File: src/sv/cbs_pkg.sv
package cbs_pkg;

  localparam int CoordW       = 10;
  localparam int OutW         = 18;
  localparam int IdxW         = 5;
  localparam int WFrac        = 16;
  localparam int OShift       = 8;
  localparam int WeightW      = WFrac + 1;
  localparam int ProdW        = CoordW + WeightW + 1;
  localparam int SumW         = ProdW + 2;
  localparam int RoundW       = SumW - OShift;
  localparam int NumPts       = 4;
  localparam int StepsDefault = 20;
  localparam int QueueDepth   = 2;
  localparam int QPtrW        = $clog2(QueueDepth);
  localparam int QCntW        = $clog2(QueueDepth + 1);

  localparam logic signed [RoundW-1:0] OutMax = RoundW'((1 << (OutW - 1)) - 1);
  localparam logic signed [RoundW-1:0] OutMin = -RoundW'(1 << (OutW - 1));
  localparam logic signed [SumW-1:0]   RoundHalf = SumW'(1 << (WFrac - OShift - 1));

  typedef logic signed [CoordW-1:0] coord_t;

  typedef struct packed {
    coord_t p0_x;
    coord_t p0_y;
    coord_t p1_x;
    coord_t p1_y;
    coord_t p2_x;
    coord_t p2_y;
    coord_t p3_x;
    coord_t p3_y;
  } pts_t;

  typedef struct packed {
    logic full;
    logic empty;
  } qstat_t;

endpackage

File: src/sv/cbs_queue.sv
module cbs_queue (
  input  logic          clk,
  input  logic          rst,
  input  logic          push,
  input  cbs_pkg::pts_t din,
  input  logic          pop,
  output cbs_pkg::pts_t dout,
  output cbs_pkg::qstat_t stat
);
  import cbs_pkg::*;

  pts_t             mem [QueueDepth];
  logic [QPtrW-1:0] wr_ptr;
  logic [QPtrW-1:0] rd_ptr;
  logic [QCntW-1:0] count;

  assign stat.full  = (count == QCntW'(QueueDepth));
  assign stat.empty = (count == '0);
  assign dout       = mem[rd_ptr];

  always_ff @(posedge clk) begin
    if (push) begin
      mem[wr_ptr] <= din;
    end
  end

  always_ff @(posedge clk) begin
    if (rst) begin
      wr_ptr <= '0;
      rd_ptr <= '0;
      count  <= '0;
    end else begin
      if (push) begin
        wr_ptr <= (wr_ptr == QPtrW'(QueueDepth - 1)) ? '0 : wr_ptr + 1'b1;
      end
      if (pop) begin
        rd_ptr <= (rd_ptr == QPtrW'(QueueDepth - 1)) ? '0 : rd_ptr + 1'b1;
      end
      unique case ({push, pop})
        2'b10:   count <= count + 1'b1;
        2'b01:   count <= count - 1'b1;
        default: count <= count;
      endcase
    end
  end

endmodule

File: src/sv/cbs_back.sv
module cbs_back #(
  parameter int STEPS = cbs_pkg::StepsDefault
) (
  input  logic                               clk,
  input  logic                               rst,
  input  cbs_pkg::pts_t                      head,
  input  cbs_pkg::qstat_t                    stat,
  output logic                               pop,
  output logic                               valid,
  output logic signed [cbs_pkg::OutW-1:0]    curve_x,
  output logic signed [cbs_pkg::OutW-1:0]    curve_y,
  output logic        [cbs_pkg::IdxW-1:0]    sample_index,
  output logic                               last_sample
);
  import cbs_pkg::*;

  localparam int    CntW = (STEPS > 2) ? $clog2(STEPS) : 1;
  localparam longint Den = longint'(STEPS) * longint'(STEPS) * longint'(STEPS);

  // Bernstein weight k at sample i, 16 fraction bits, round half up.
  function automatic logic [WeightW-1:0] bern(int i, int k);
    longint num;
    num = ((k == 0) || (k == 3)) ? 64'sd1 : 64'sd3;
    for (int j = 0; j < k; j++) begin
      num = num * longint'(i);
    end
    for (int j = k; j < 3; j++) begin
      num = num * longint'(STEPS - i);
    end
    return WeightW'(((num << WFrac) + Den / 2) / Den);
  endfunction

  logic [WeightW-1:0] wtab [STEPS][NumPts];

  for (genvar g = 0; g < STEPS; g++) begin : g_row
    for (genvar k = 0; k < NumPts; k++) begin : g_col
      assign wtab[g][k] = bern(g, k);
    end
  end

  // Sequencer
  pts_t            cur;
  logic            run;
  logic [CntW-1:0] cnt;
  logic            at_last;

  assign at_last = (cnt == CntW'(STEPS - 1));
  assign pop     = !stat.empty && (!run || at_last);

  always_ff @(posedge clk) begin
    if (pop) begin
      cur <= head;
    end
  end

  always_ff @(posedge clk) begin
    if (rst) begin
      run <= 1'b0;
      cnt <= '0;
    end else if (pop) begin
      run <= 1'b1;
      cnt <= '0;
    end else if (run) begin
      if (at_last) begin
        run <= 1'b0;
        cnt <= '0;
      end else begin
        cnt <= cnt + 1'b1;
      end
    end
  end

  // Stage 1: weight lookup
  pts_t                 s1_pts;
  logic [WeightW-1:0]   s1_w [NumPts];
  logic [CntW-1:0]      s1_idx;
  logic                 s1_last;
  logic                 s1_valid;

  always_ff @(posedge clk) begin
    s1_pts  <= cur;
    s1_idx  <= cnt;
    s1_last <= at_last;
    for (int k = 0; k < NumPts; k++) begin
      s1_w[k] <= wtab[cnt][k];
    end
  end

  // Stage 2: products
  logic signed [ProdW-1:0] s2_px [NumPts];
  logic signed [ProdW-1:0] s2_py [NumPts];
  logic [CntW-1:0]         s2_idx;
  logic                    s2_last;
  logic                    s2_valid;
  coord_t                  ptx [NumPts];
  coord_t                  pty [NumPts];

  assign ptx[0] = s1_pts.p0_x;
  assign ptx[1] = s1_pts.p1_x;
  assign ptx[2] = s1_pts.p2_x;
  assign ptx[3] = s1_pts.p3_x;
  assign pty[0] = s1_pts.p0_y;
  assign pty[1] = s1_pts.p1_y;
  assign pty[2] = s1_pts.p2_y;
  assign pty[3] = s1_pts.p3_y;

  always_ff @(posedge clk) begin
    s2_idx  <= s1_idx;
    s2_last <= s1_last;
    for (int k = 0; k < NumPts; k++) begin
      s2_px[k] <= ProdW'(ptx[k]) * ProdW'($signed({1'b0, s1_w[k]}));
      s2_py[k] <= ProdW'(pty[k]) * ProdW'($signed({1'b0, s1_w[k]}));
    end
  end

  // Stage 3: sum, round, saturate
  logic signed [SumW-1:0]   sum_x;
  logic signed [SumW-1:0]   sum_y;
  logic signed [RoundW-1:0] q_x;
  logic signed [RoundW-1:0] q_y;
  logic signed [SumW-1:0]   t_x;
  logic signed [SumW-1:0]   t_y;

  always_comb begin
    sum_x = RoundHalf;
    sum_y = RoundHalf;
    for (int k = 0; k < NumPts; k++) begin
      sum_x = sum_x + SumW'(s2_px[k]);
      sum_y = sum_y + SumW'(s2_py[k]);
    end
    t_x = sum_x >>> OShift;
    t_y = sum_y >>> OShift;
    q_x = t_x[RoundW-1:0];
    q_y = t_y[RoundW-1:0];
  end

  function automatic logic signed [OutW-1:0] sat(logic signed [RoundW-1:0] q);
    priority if (q > OutMax) begin
      return OutMax[OutW-1:0];
    end else if (q < OutMin) begin
      return OutMin[OutW-1:0];
    end else begin
      return q[OutW-1:0];
    end
  endfunction

  logic [CntW+IdxW-1:0] idx_ext;
  assign idx_ext = (CntW + IdxW)'(s2_idx);

  always_ff @(posedge clk) begin
    curve_x      <= sat(q_x);
    curve_y      <= sat(q_y);
    sample_index <= idx_ext[IdxW-1:0];
    last_sample  <= s2_last;
  end

  always_ff @(posedge clk) begin
    if (rst) begin
      s1_valid <= 1'b0;
      s2_valid <= 1'b0;
      valid    <= 1'b0;
    end else begin
      s1_valid <= run;
      s2_valid <= s1_valid;
      valid    <= s2_valid;
    end
  end

endmodule

File: src/sv/cubic_bezier_sampler.sv
// Cubic Bezier sampler. Each request carries four signed 10-bit control points and
// yields STEPS sample points, u = i/STEPS for i = 0 .. STEPS-1, one point per cycle
// on curve_x / curve_y (8 fraction bits, saturated to 18 bits), with sample_index
// (i modulo 32) and last_sample marking the final point. valid marks each point
// for exactly one cycle and the receiver cannot stall it. The sample sequencer
// issues one point per cycle and pops the next queued request as it issues the
// last point of a run, so runs follow back to back; each point then passes the
// weight lookup, products and sum/round/saturate stages. A two-entry request queue
// lets start be taken while a run is in progress; busy is high only while it is full.
module cubic_bezier_sampler #(
  parameter int STEPS = cbs_pkg::StepsDefault
) (
  input  logic                               clk,
  input  logic                               rst,
  input  logic                               start,
  output logic                               busy,
  input  logic signed [cbs_pkg::CoordW-1:0]  p0_x,
  input  logic signed [cbs_pkg::CoordW-1:0]  p0_y,
  input  logic signed [cbs_pkg::CoordW-1:0]  p1_x,
  input  logic signed [cbs_pkg::CoordW-1:0]  p1_y,
  input  logic signed [cbs_pkg::CoordW-1:0]  p2_x,
  input  logic signed [cbs_pkg::CoordW-1:0]  p2_y,
  input  logic signed [cbs_pkg::CoordW-1:0]  p3_x,
  input  logic signed [cbs_pkg::CoordW-1:0]  p3_y,
  output logic                               valid,
  output logic signed [cbs_pkg::OutW-1:0]    curve_x,
  output logic signed [cbs_pkg::OutW-1:0]    curve_y,
  output logic        [cbs_pkg::IdxW-1:0]    sample_index,
  output logic                               last_sample
);
  import cbs_pkg::*;

  pts_t   req;
  pts_t   head;
  qstat_t stat;
  logic   push;
  logic   pop;

  assign req  = '{p0_x: p0_x, p0_y: p0_y, p1_x: p1_x, p1_y: p1_y,
                  p2_x: p2_x, p2_y: p2_y, p3_x: p3_x, p3_y: p3_y};
  assign busy = stat.full;
  assign push = start && !stat.full;

  cbs_queue u_queue (
    .clk  (clk),
    .rst  (rst),
    .push (push),
    .din  (req),
    .pop  (pop),
    .dout (head),
    .stat (stat)
  );

  cbs_back #(
    .STEPS (STEPS)
  ) u_back (
    .clk          (clk),
    .rst          (rst),
    .head         (head),
    .stat         (stat),
    .pop          (pop),
    .valid        (valid),
    .curve_x      (curve_x),
    .curve_y      (curve_y),
    .sample_index (sample_index),
    .last_sample  (last_sample)
  );

endmodule
File: config.mk
export PLATFORM = sky130hd
export DESIGN_NAME = cubic_bezier_sampler
export DESIGN_NICKNAME = d
export VERILOG_FILES = /design/src/sv/cbs_pkg.sv /design/src/sv/cbs_queue.sv /design/src/sv/cbs_back.sv /design/src/sv/cubic_bezier_sampler.sv
export SDC_FILE = /design/constraint.sdc
export NUM_CORES = 2
export LEC_CHECK = 0
export BUFFER_PORTS_ARGS = -buffer_cell sky130_fd_sc_hd__buf_2
export CAP_MARGIN = 15
export CELL_PAD_IN_SITES_DETAIL_PLACEMENT = 1
export CELL_PAD_IN_SITES_GLOBAL_PLACEMENT = 1
export CORE_UTILIZATION = 38
export DETAILED_ROUTE_END_ITERATION = 8
export GPL_ROUTABILITY_DRIVEN = 0
export PLACE_DENSITY_LB_ADDON = 0.1
export SYNTH_ARGS = -nofsm -noshare
export SYNTH_HDL_FRONTEND = slang
export SYNTH_SLANG_ARGS = --single-unit
File: constraint.sdc
create_clock -name clk -period 12.75 [get_ports clk]
set_input_delay 0.6375 -clock clk [delete_from_list [all_inputs] [get_ports clk]]
set_output_delay 0.6375 -clock clk [all_outputs]
set_load 0.01 [all_outputs]
Word-level counts from Yosys, hierarchy flattened
Memory sizes are Yosys's and may differ from the RTL's. A register that Yosys moved wholly into a read port is not among the register bits.
Cells that the tools add are included.
{"block": "word_totals", "reg_bits": 147, "mem_bits_rw": 452, "mem_bits_ro": 2176, "output_inout_bits": 44, "wordCells": 82, "n_memories": 5}
{"block": "op_classes", "n_addsub": 13, "mul": 8, "order_cmp": 5, "eq_ne": 4, "muxes": 13, "bitwise_logic": 1, "reduce_logical": 9}
{"name": "(no name shown)", "depth": 32, "width": 68, "rd": 1, "rd_ports_with_merged_regs": 0, "wr": 0, "line_no": "cbs_back.sv:85", "rtl": "s1_w[k] <= wtab[cnt][k];"}
{"name": "u_queue.mem", "depth": 2, "width": 80, "rd": 1, "rd_ports_with_merged_regs": 1, "wr": 1, "line_no": "cbs_queue.sv:12", "rtl": "pts_t mem [QueueDepth];"}
{"name": "u_back.s2_px", "depth": 4, "width": 28, "rd": 4, "rd_ports_with_merged_regs": 0, "wr": 4, "line_no": "cbs_back.sv:90", "rtl": "logic signed [ProdW-1:0] s2_px [NumPts];"}
{"name": "u_back.s2_py", "depth": 4, "width": 28, "rd": 4, "rd_ports_with_merged_regs": 0, "wr": 4, "line_no": "cbs_back.sv:91", "rtl": "logic signed [ProdW-1:0] s2_py [NumPts];"}
{"name": "u_back.s1_w", "depth": 4, "width": 17, "rd": 4, "rd_ports_with_merged_regs": 0, "wr": 4, "line_no": "cbs_back.sv:75", "rtl": "logic [WeightW-1:0] s1_w [NumPts];"}
{"operator": "multiplier 10 x 18 -> 28 bit", "count": 8}
{"operator": "2-to-1 mux 68 bit", "count": 2}
{"operator": "adder 30 x 28 -> 30 bit", "count": 4}
{"operator": "adder 29 x 28 -> 30 bit", "count": 2}
{"operator": "adder 9 x 28 -> 29 bit (first input constant)", "count": 2}
{"operator": "> comparator 22 x 18 -> 1 bit (second input constant)", "count": 2}
{"operator": "less-than comparator 22 x 18 -> 1 bit (second input constant)", "count": 2}
{"operator": "2-to-1 mux 18 bit", "count": 2}
{"operator": "2-to-1 mux 1 bit", "count": 7}
{"operator": ">= comparator 6 bit (second input constant)", "count": 1}
{"operator": "NOT 5 -> 6 bit", "count": 1}
{"operator": "adder 5 x 1 -> 5 bit (second input constant)", "count": 1}
{"operator": "== test 5 bit (second input constant)", "count": 1}
{"operator": "2-to-1 mux 5 bit", "count": 1}
{"operator": "== test 2 bit (second input constant)", "count": 2}
{"operator": "one-hot mux 2 bit (2 select lines)", "count": 1}
{"operator": "logical NOT 1 bit", "count": 3}
{"operator": "adder 1 bit (second input constant)", "count": 2}
{"operator": "adder 2 x 1 -> 2 bit (second input constant)", "count": 1}
{"operator": "== test 2 x 1 -> 1 bit (second input constant)", "count": 1}
{"operator": "logical AND 1 bit", "count": 2}
{"operator": "logical NOT 2 bit", "count": 1}
{"operator": "nonzero test 2 bit", "count": 1}
{"operator": "OR reduction 2 bit", "count": 1}
{"operator": "other kinds (2)", "count": 2}

Depth between registers and ports, before layout
An unclocked memory read counts as a cell.
{"block": "depth", "word_depth": 7, "ltp_mapped": 24, "mapped_depth_nobuf": 22}

Modules after synthesis
A second synthesis with hierarchy kept.
{"block": "hier_totals", "hier_cells": 6746, "hier_area_um2": 67186.9}
{"module": "cbs_back", "n_inst": 1, "cells_per_inst": 6474, "area_per_inst_um2": 61217.5}
{"module": "cbs_queue", "n_inst": 1, "cells_per_inst": 271, "area_per_inst_um2": 5955.7}
{"module": "cubic_bezier_sampler", "n_inst": 1, "cells_per_inst": 1, "area_per_inst_um2": 13.8}

Worst setup path before layout
Ideal clock, no wire load.
{"block": "synth_path", "path_kind": "flip-flop to flip-flop", "from": "register u_back.cnt[0]", "to": "register u_queue.count[1]", "setup_ns": 0.070, "arrival_ns": 6.459, "setup_slack_ns": 6.220, "stages_incl_launch_ff": 8, "n_path_buf": 1, "period_less_slack_ns": 6.530, "cell_sequence": "dfxtp_1 ha_1 clkbuf_1 nand3_1 a21oi_1 ha_1 or3_1 a21oi_1"}
{"block": "synth_between", "elab_chain_len": 5}
{"element": "start, declared", "line_no": "cbs_back.sv:44", "rtl": "logic [CntW-1:0] cnt;"}
{"element": "start signal, assigned", "line_no": "cbs_back.sv:68", "rtl": "cnt <= cnt + 1'b1;"}
{"element": "== test 5 bit *", "line_no": "cbs_back.sv:47", "rtl": "assign at_last = (cnt == CntW'(STEPS - 1));"}
{"element": "logical OR 1 bit *", "line_no": "cbs_back.sv:48", "rtl": "assign pop = !stat.empty && (!run || at_last);"}
{"element": "logical AND 1 bit *", "line_no": "cbs_back.sv:48"}
{"element": "named net pop", "line_no": "cubic_bezier_sampler.sv:37", "rtl": "logic pop;"}
{"element": "== test 2 x 1 -> 1 bit or == test 2 bit (tied branches)", "line_no": "cbs_queue.sv:39", "rtl": "unique case ({push, pop})"}
{"element": "one-hot mux 2 bit (2 select lines) or nonzero test 2 bit (tied branches)"}
{"element": "end signal, assigned", "line_no": "cbs_queue.sv:40", "rtl": "2'b10: count <= count + 1'b1;"}
{"element": "end signal, assigned", "line_no": "cbs_queue.sv:41", "rtl": "2'b01: count <= count - 1'b1;"}
{"element": "end signal, assigned", "line_no": "cbs_queue.sv:42", "rtl": "default: count <= count;"}
{"element": "end, declared", "line_no": "cbs_queue.sv:15", "rtl": "logic [QCntW-1:0] count;"}
The timed path passes the listed nets; every way through them passes the cells marked *.
A chain may end at the register's enable or synchronous reset.

==> summary.txt <==
Route
  • Vias per std cell: 4.91
  • Drt first pass iters: 5
  • Final wirelength: approximately 180 mm
  • Final ANT Viol Nets: 0
  • DRC: 0
  • Via count: 44800
  • DR WL/cell: 20.2 um
  • Iter 0 DRT Violations: 1778

Critical path
  • Slowest cell on crit path: dfxtp_1
  • Crit-path leading delay family: adder cells
  • CP Max Fanout: 20
  • WP buf/inv: 3
  • Critical path's most frequent cell: fa_1
  • CP Capture Type: register
  • Worst path max stage delay: ~1.0 ns
  • Startpoint type of the worst setup path: register
  • Crit path DAT: 7.33 ns
  • CP Cell Sequence: nand2_1 -> fa_1 -> fa_1 -> inv_1 -> fa_1 -> inv_1 -> fa_1 -> fa_1 -> inv_1 -> ha_1 -> a21o_1 -> a21o_1 -> a21oi_1 -> o21ai_0 -> a41oi_1 -> a31oi_1 -> a21oi_1 -> or4b_2 -> o311ai_0
  • WP data required: between 10 and 15 ns
  • Critical path class: register to register

Layout
  • Layout Nets: 8542
  • Fillers: 19500
  • Fin area: 72800 um2
  • Layout area overhead: 9.00%
  • Layout cells sized above 1: 6.50%
  • FF/Latch Area: 15900 um2
  • Area of the multi-input gates: 45000 um2

Die
  • Chip height: 421 um
  • Core box area: around 170000 um2
  • Die span in x: 421 um
  • # IOs: around 130
  • Area of the die: 177000 um2
  • Initial Util: 38.3%
  • FP Rows: 153

Logic synthesis
  • Register bit count reported by yosys: just under 700
  • Ys Warns: 0
  • Largest cells by area after synthesis: fa_1, ha_1, dfxtp_1, edfxtp_1, inv_1
  • Sequential share of the synthesized area: 23.8%
  • Adder-Cell Fraction of Synth Area: 43.7%
  • Mux share of post-synthesis cell area: 1.44%
  • EDFF count, synth: 240
  • Post-Synthesis Cells: 6703
  • Cell type with the largest total area after synthesis: fa_1
  • Syn nets: around 8500
  • Mapped cell area: 66800 um2
  • Largest family of logic cells by synthesized area: adder cells
  • Post-synthesis compound-gate area fraction: 6.48%
  • Post-Synth XOR/XNOR Area: 2.71%
  • Simple-gate area share of the yosys netlist: 13.0%
  • FFs w/ async S/R, synth: 0%
  • Synth top area share: around 29%
  • Yosys cell types: 87
  • Syn_area_per_cell: 9.97 um2
  • Main synth FF type: dfxtp_1

STA
  • Max Freq: 148 MHz
  • Crit path time final: between 6 and 7 ns
  • Slew headroom: 27.5%
  • Slew @ Worst Pin: 1.09 ns
  • RSZ-0062 raised after global routing: no
  • Hold Violations, Final: 0
  • Layout Skew: about 0.042 ns
  • Final period util: 52.9%
  • Hold slack: 0.108 ns
  • TNS Setup: 0 ns
  • Final setup viols: 0
  • Max-slew violation count: 0

Clock network
  • Post-CTS setup repair buffer count: 0
  • CTS tree: built
  • Bufs on Longest Clock Path: 3
  • CTS hold repair buffers: 0
  • Post_cts resized: 0
  • CTS Sinks: 673
  • Clk slew on worst S/H paths: 0.06 ns
  • Worst skew pair latency: just over 0.7 ns
  • CTS root buf: clkbuf_16
  • Inserted Clock Buffers: between 80 and 90
  • H-Tree Depth: 3

Place
  • Hpwl dp: 147 mm
  • DP Area: 69800 um2
  • IO buf count: approximately 130

Global route
  • Gr usage total: 21.4%
  • Largest net degree at the start of global routing: 75
  • Grt total ovfl: 0
  • Initial antenna violation count: 8
  • Vias in the first global route: 50500
  • Global-route wire length before repair: 294 mm

Outcome
  • Status: completed

Hold path
  • Type of the worst min-delay path: input pin to register

Job
  • Max-Cap Viols: 0
==> cell families (layout without fill, tap and decap cells) <==
kind of cell,Yosys count,in the layout
adder cells (fa/ha/maj),1743,1743
AO/OA/AOI/OAI,671,671
buffers and inverters,1576,1662
flip-flops,673,673
XOR/XNOR,207,207
other,0,3
multiplexers,86,86
AND/OR/NAND/NOR,1747,1747
==> layout make-up <==
| type | count | share of cell area (%) |
|---|---|---|
| antenna | 3 | 0.0103 |
| clock buffer | 110 | 3.38 |
| clock inverter | 53 | 0.756 |
| inverter | 1323 | 6.82 |
| multi-input combinational | 4454 | 61.8 |
| sequential | 673 | 21.8 |
| tap | 2325 | 4.00 |
| timing repair buffer | 176 | 1.38 |
==> metal layers <==
| layer | share of wire (%) | track usage (%) |
|---|---|---|
| met4 | 2.0 | 4.63 |
| met5 | 0 | 0 |
| met1 | 46 | 28.6 |
| met3 | 2.9 | 2.79 |
| met2 | 49 | 36.8 |
==> state kept, by name, indices dropped and copies added (netlist names), 2 cells and up <==
register / cells
u_queue.mem: 160
u_back.s2_px: 112
u_back.s2_py: 112
u_back.cur: 80
u_back.s1_w: 63
u_back.ptx: 40
u_back.pty: 40
u_back.curve_x: 18
u_back.curve_y: 18
u_back.cnt: 5
u_back.s2_idx: 5
u_back.sample_index: 5
u_back.s1_idx: 4
u_queue.count: 2
==> synthesized netlist by cell type, drive strengths merged (9+ instances only) <==
library cell,n
and3,29
o21bai,39
o31ai,14
nor2,210
dfxtp,433
fa,984
a21o,86
nor2b,37
a311oi,9
xor2,64
clkbuf,244
and2,586
o21a,25
or3,13
a21oi,196
inv,1320
nand2b,100
a31oi,24
xnor2,143
nand4,11
buf,9
ha,759
nand3,40
a211oi,19
o21ai,147
nor3,30
mux2,82
nand2,664
edfxtp,240
a21boi,11
o211ai,34
==> metrics by stage <==
stage / cells / setup slack, ns / util, %
after CTS: 9114 / 6.02 / 41.8
final: 9117 / 6.01 / 41.8
after global routing: 9114 / 5.67 / 41.8
after detailed placement: 8951 / 6.05 / 40.1
after floorplan: 6703 / 6.22 / -
after global placement: 8951 / 6.14 / 40.1
==> worst paths after layout <==
| kind | start | endpoint | slack (ns) | cells after the start |
|---|---|---|---|---|
| hold reg to reg | u_back.cur[17] | u_back.ptx[7] | 0.32 | 0 |
| setup reg to reg | u_back.s1_w[2][9] | u_back.s2_py[2][27] | 6.01 | 19 |
| hold / removal | p3_y[3] | u_queue.mem[1][3] | 0.11 | 1 |
| setup / recovery | u_back.s1_w[2][9] | u_back.s2_py[2][27] | 6.01 | 19 |
==> cell usage in the layout, fill, tap and decap left out, types with 39 or more instances in the layout <==
master,count
inv_1,1318
fa_1,984
ha_1,759
nand2_1,664
and2_1,585
dfxtp_1,430
edfxtp_1,240
nor2_1,209
a21oi_1,194
xnor2_1,143
o21ai_0,136
buf_2,126
nand2b_1,100
clkbuf_16,93
a21o_1,86
mux2_2,82
xor2_1,64
buf_4,50
nand3_1,40
o21bai_1,39
Power is not shown: default switching activity piles up to over one toggle a cycle in this logic, so the estimate is an artifact.
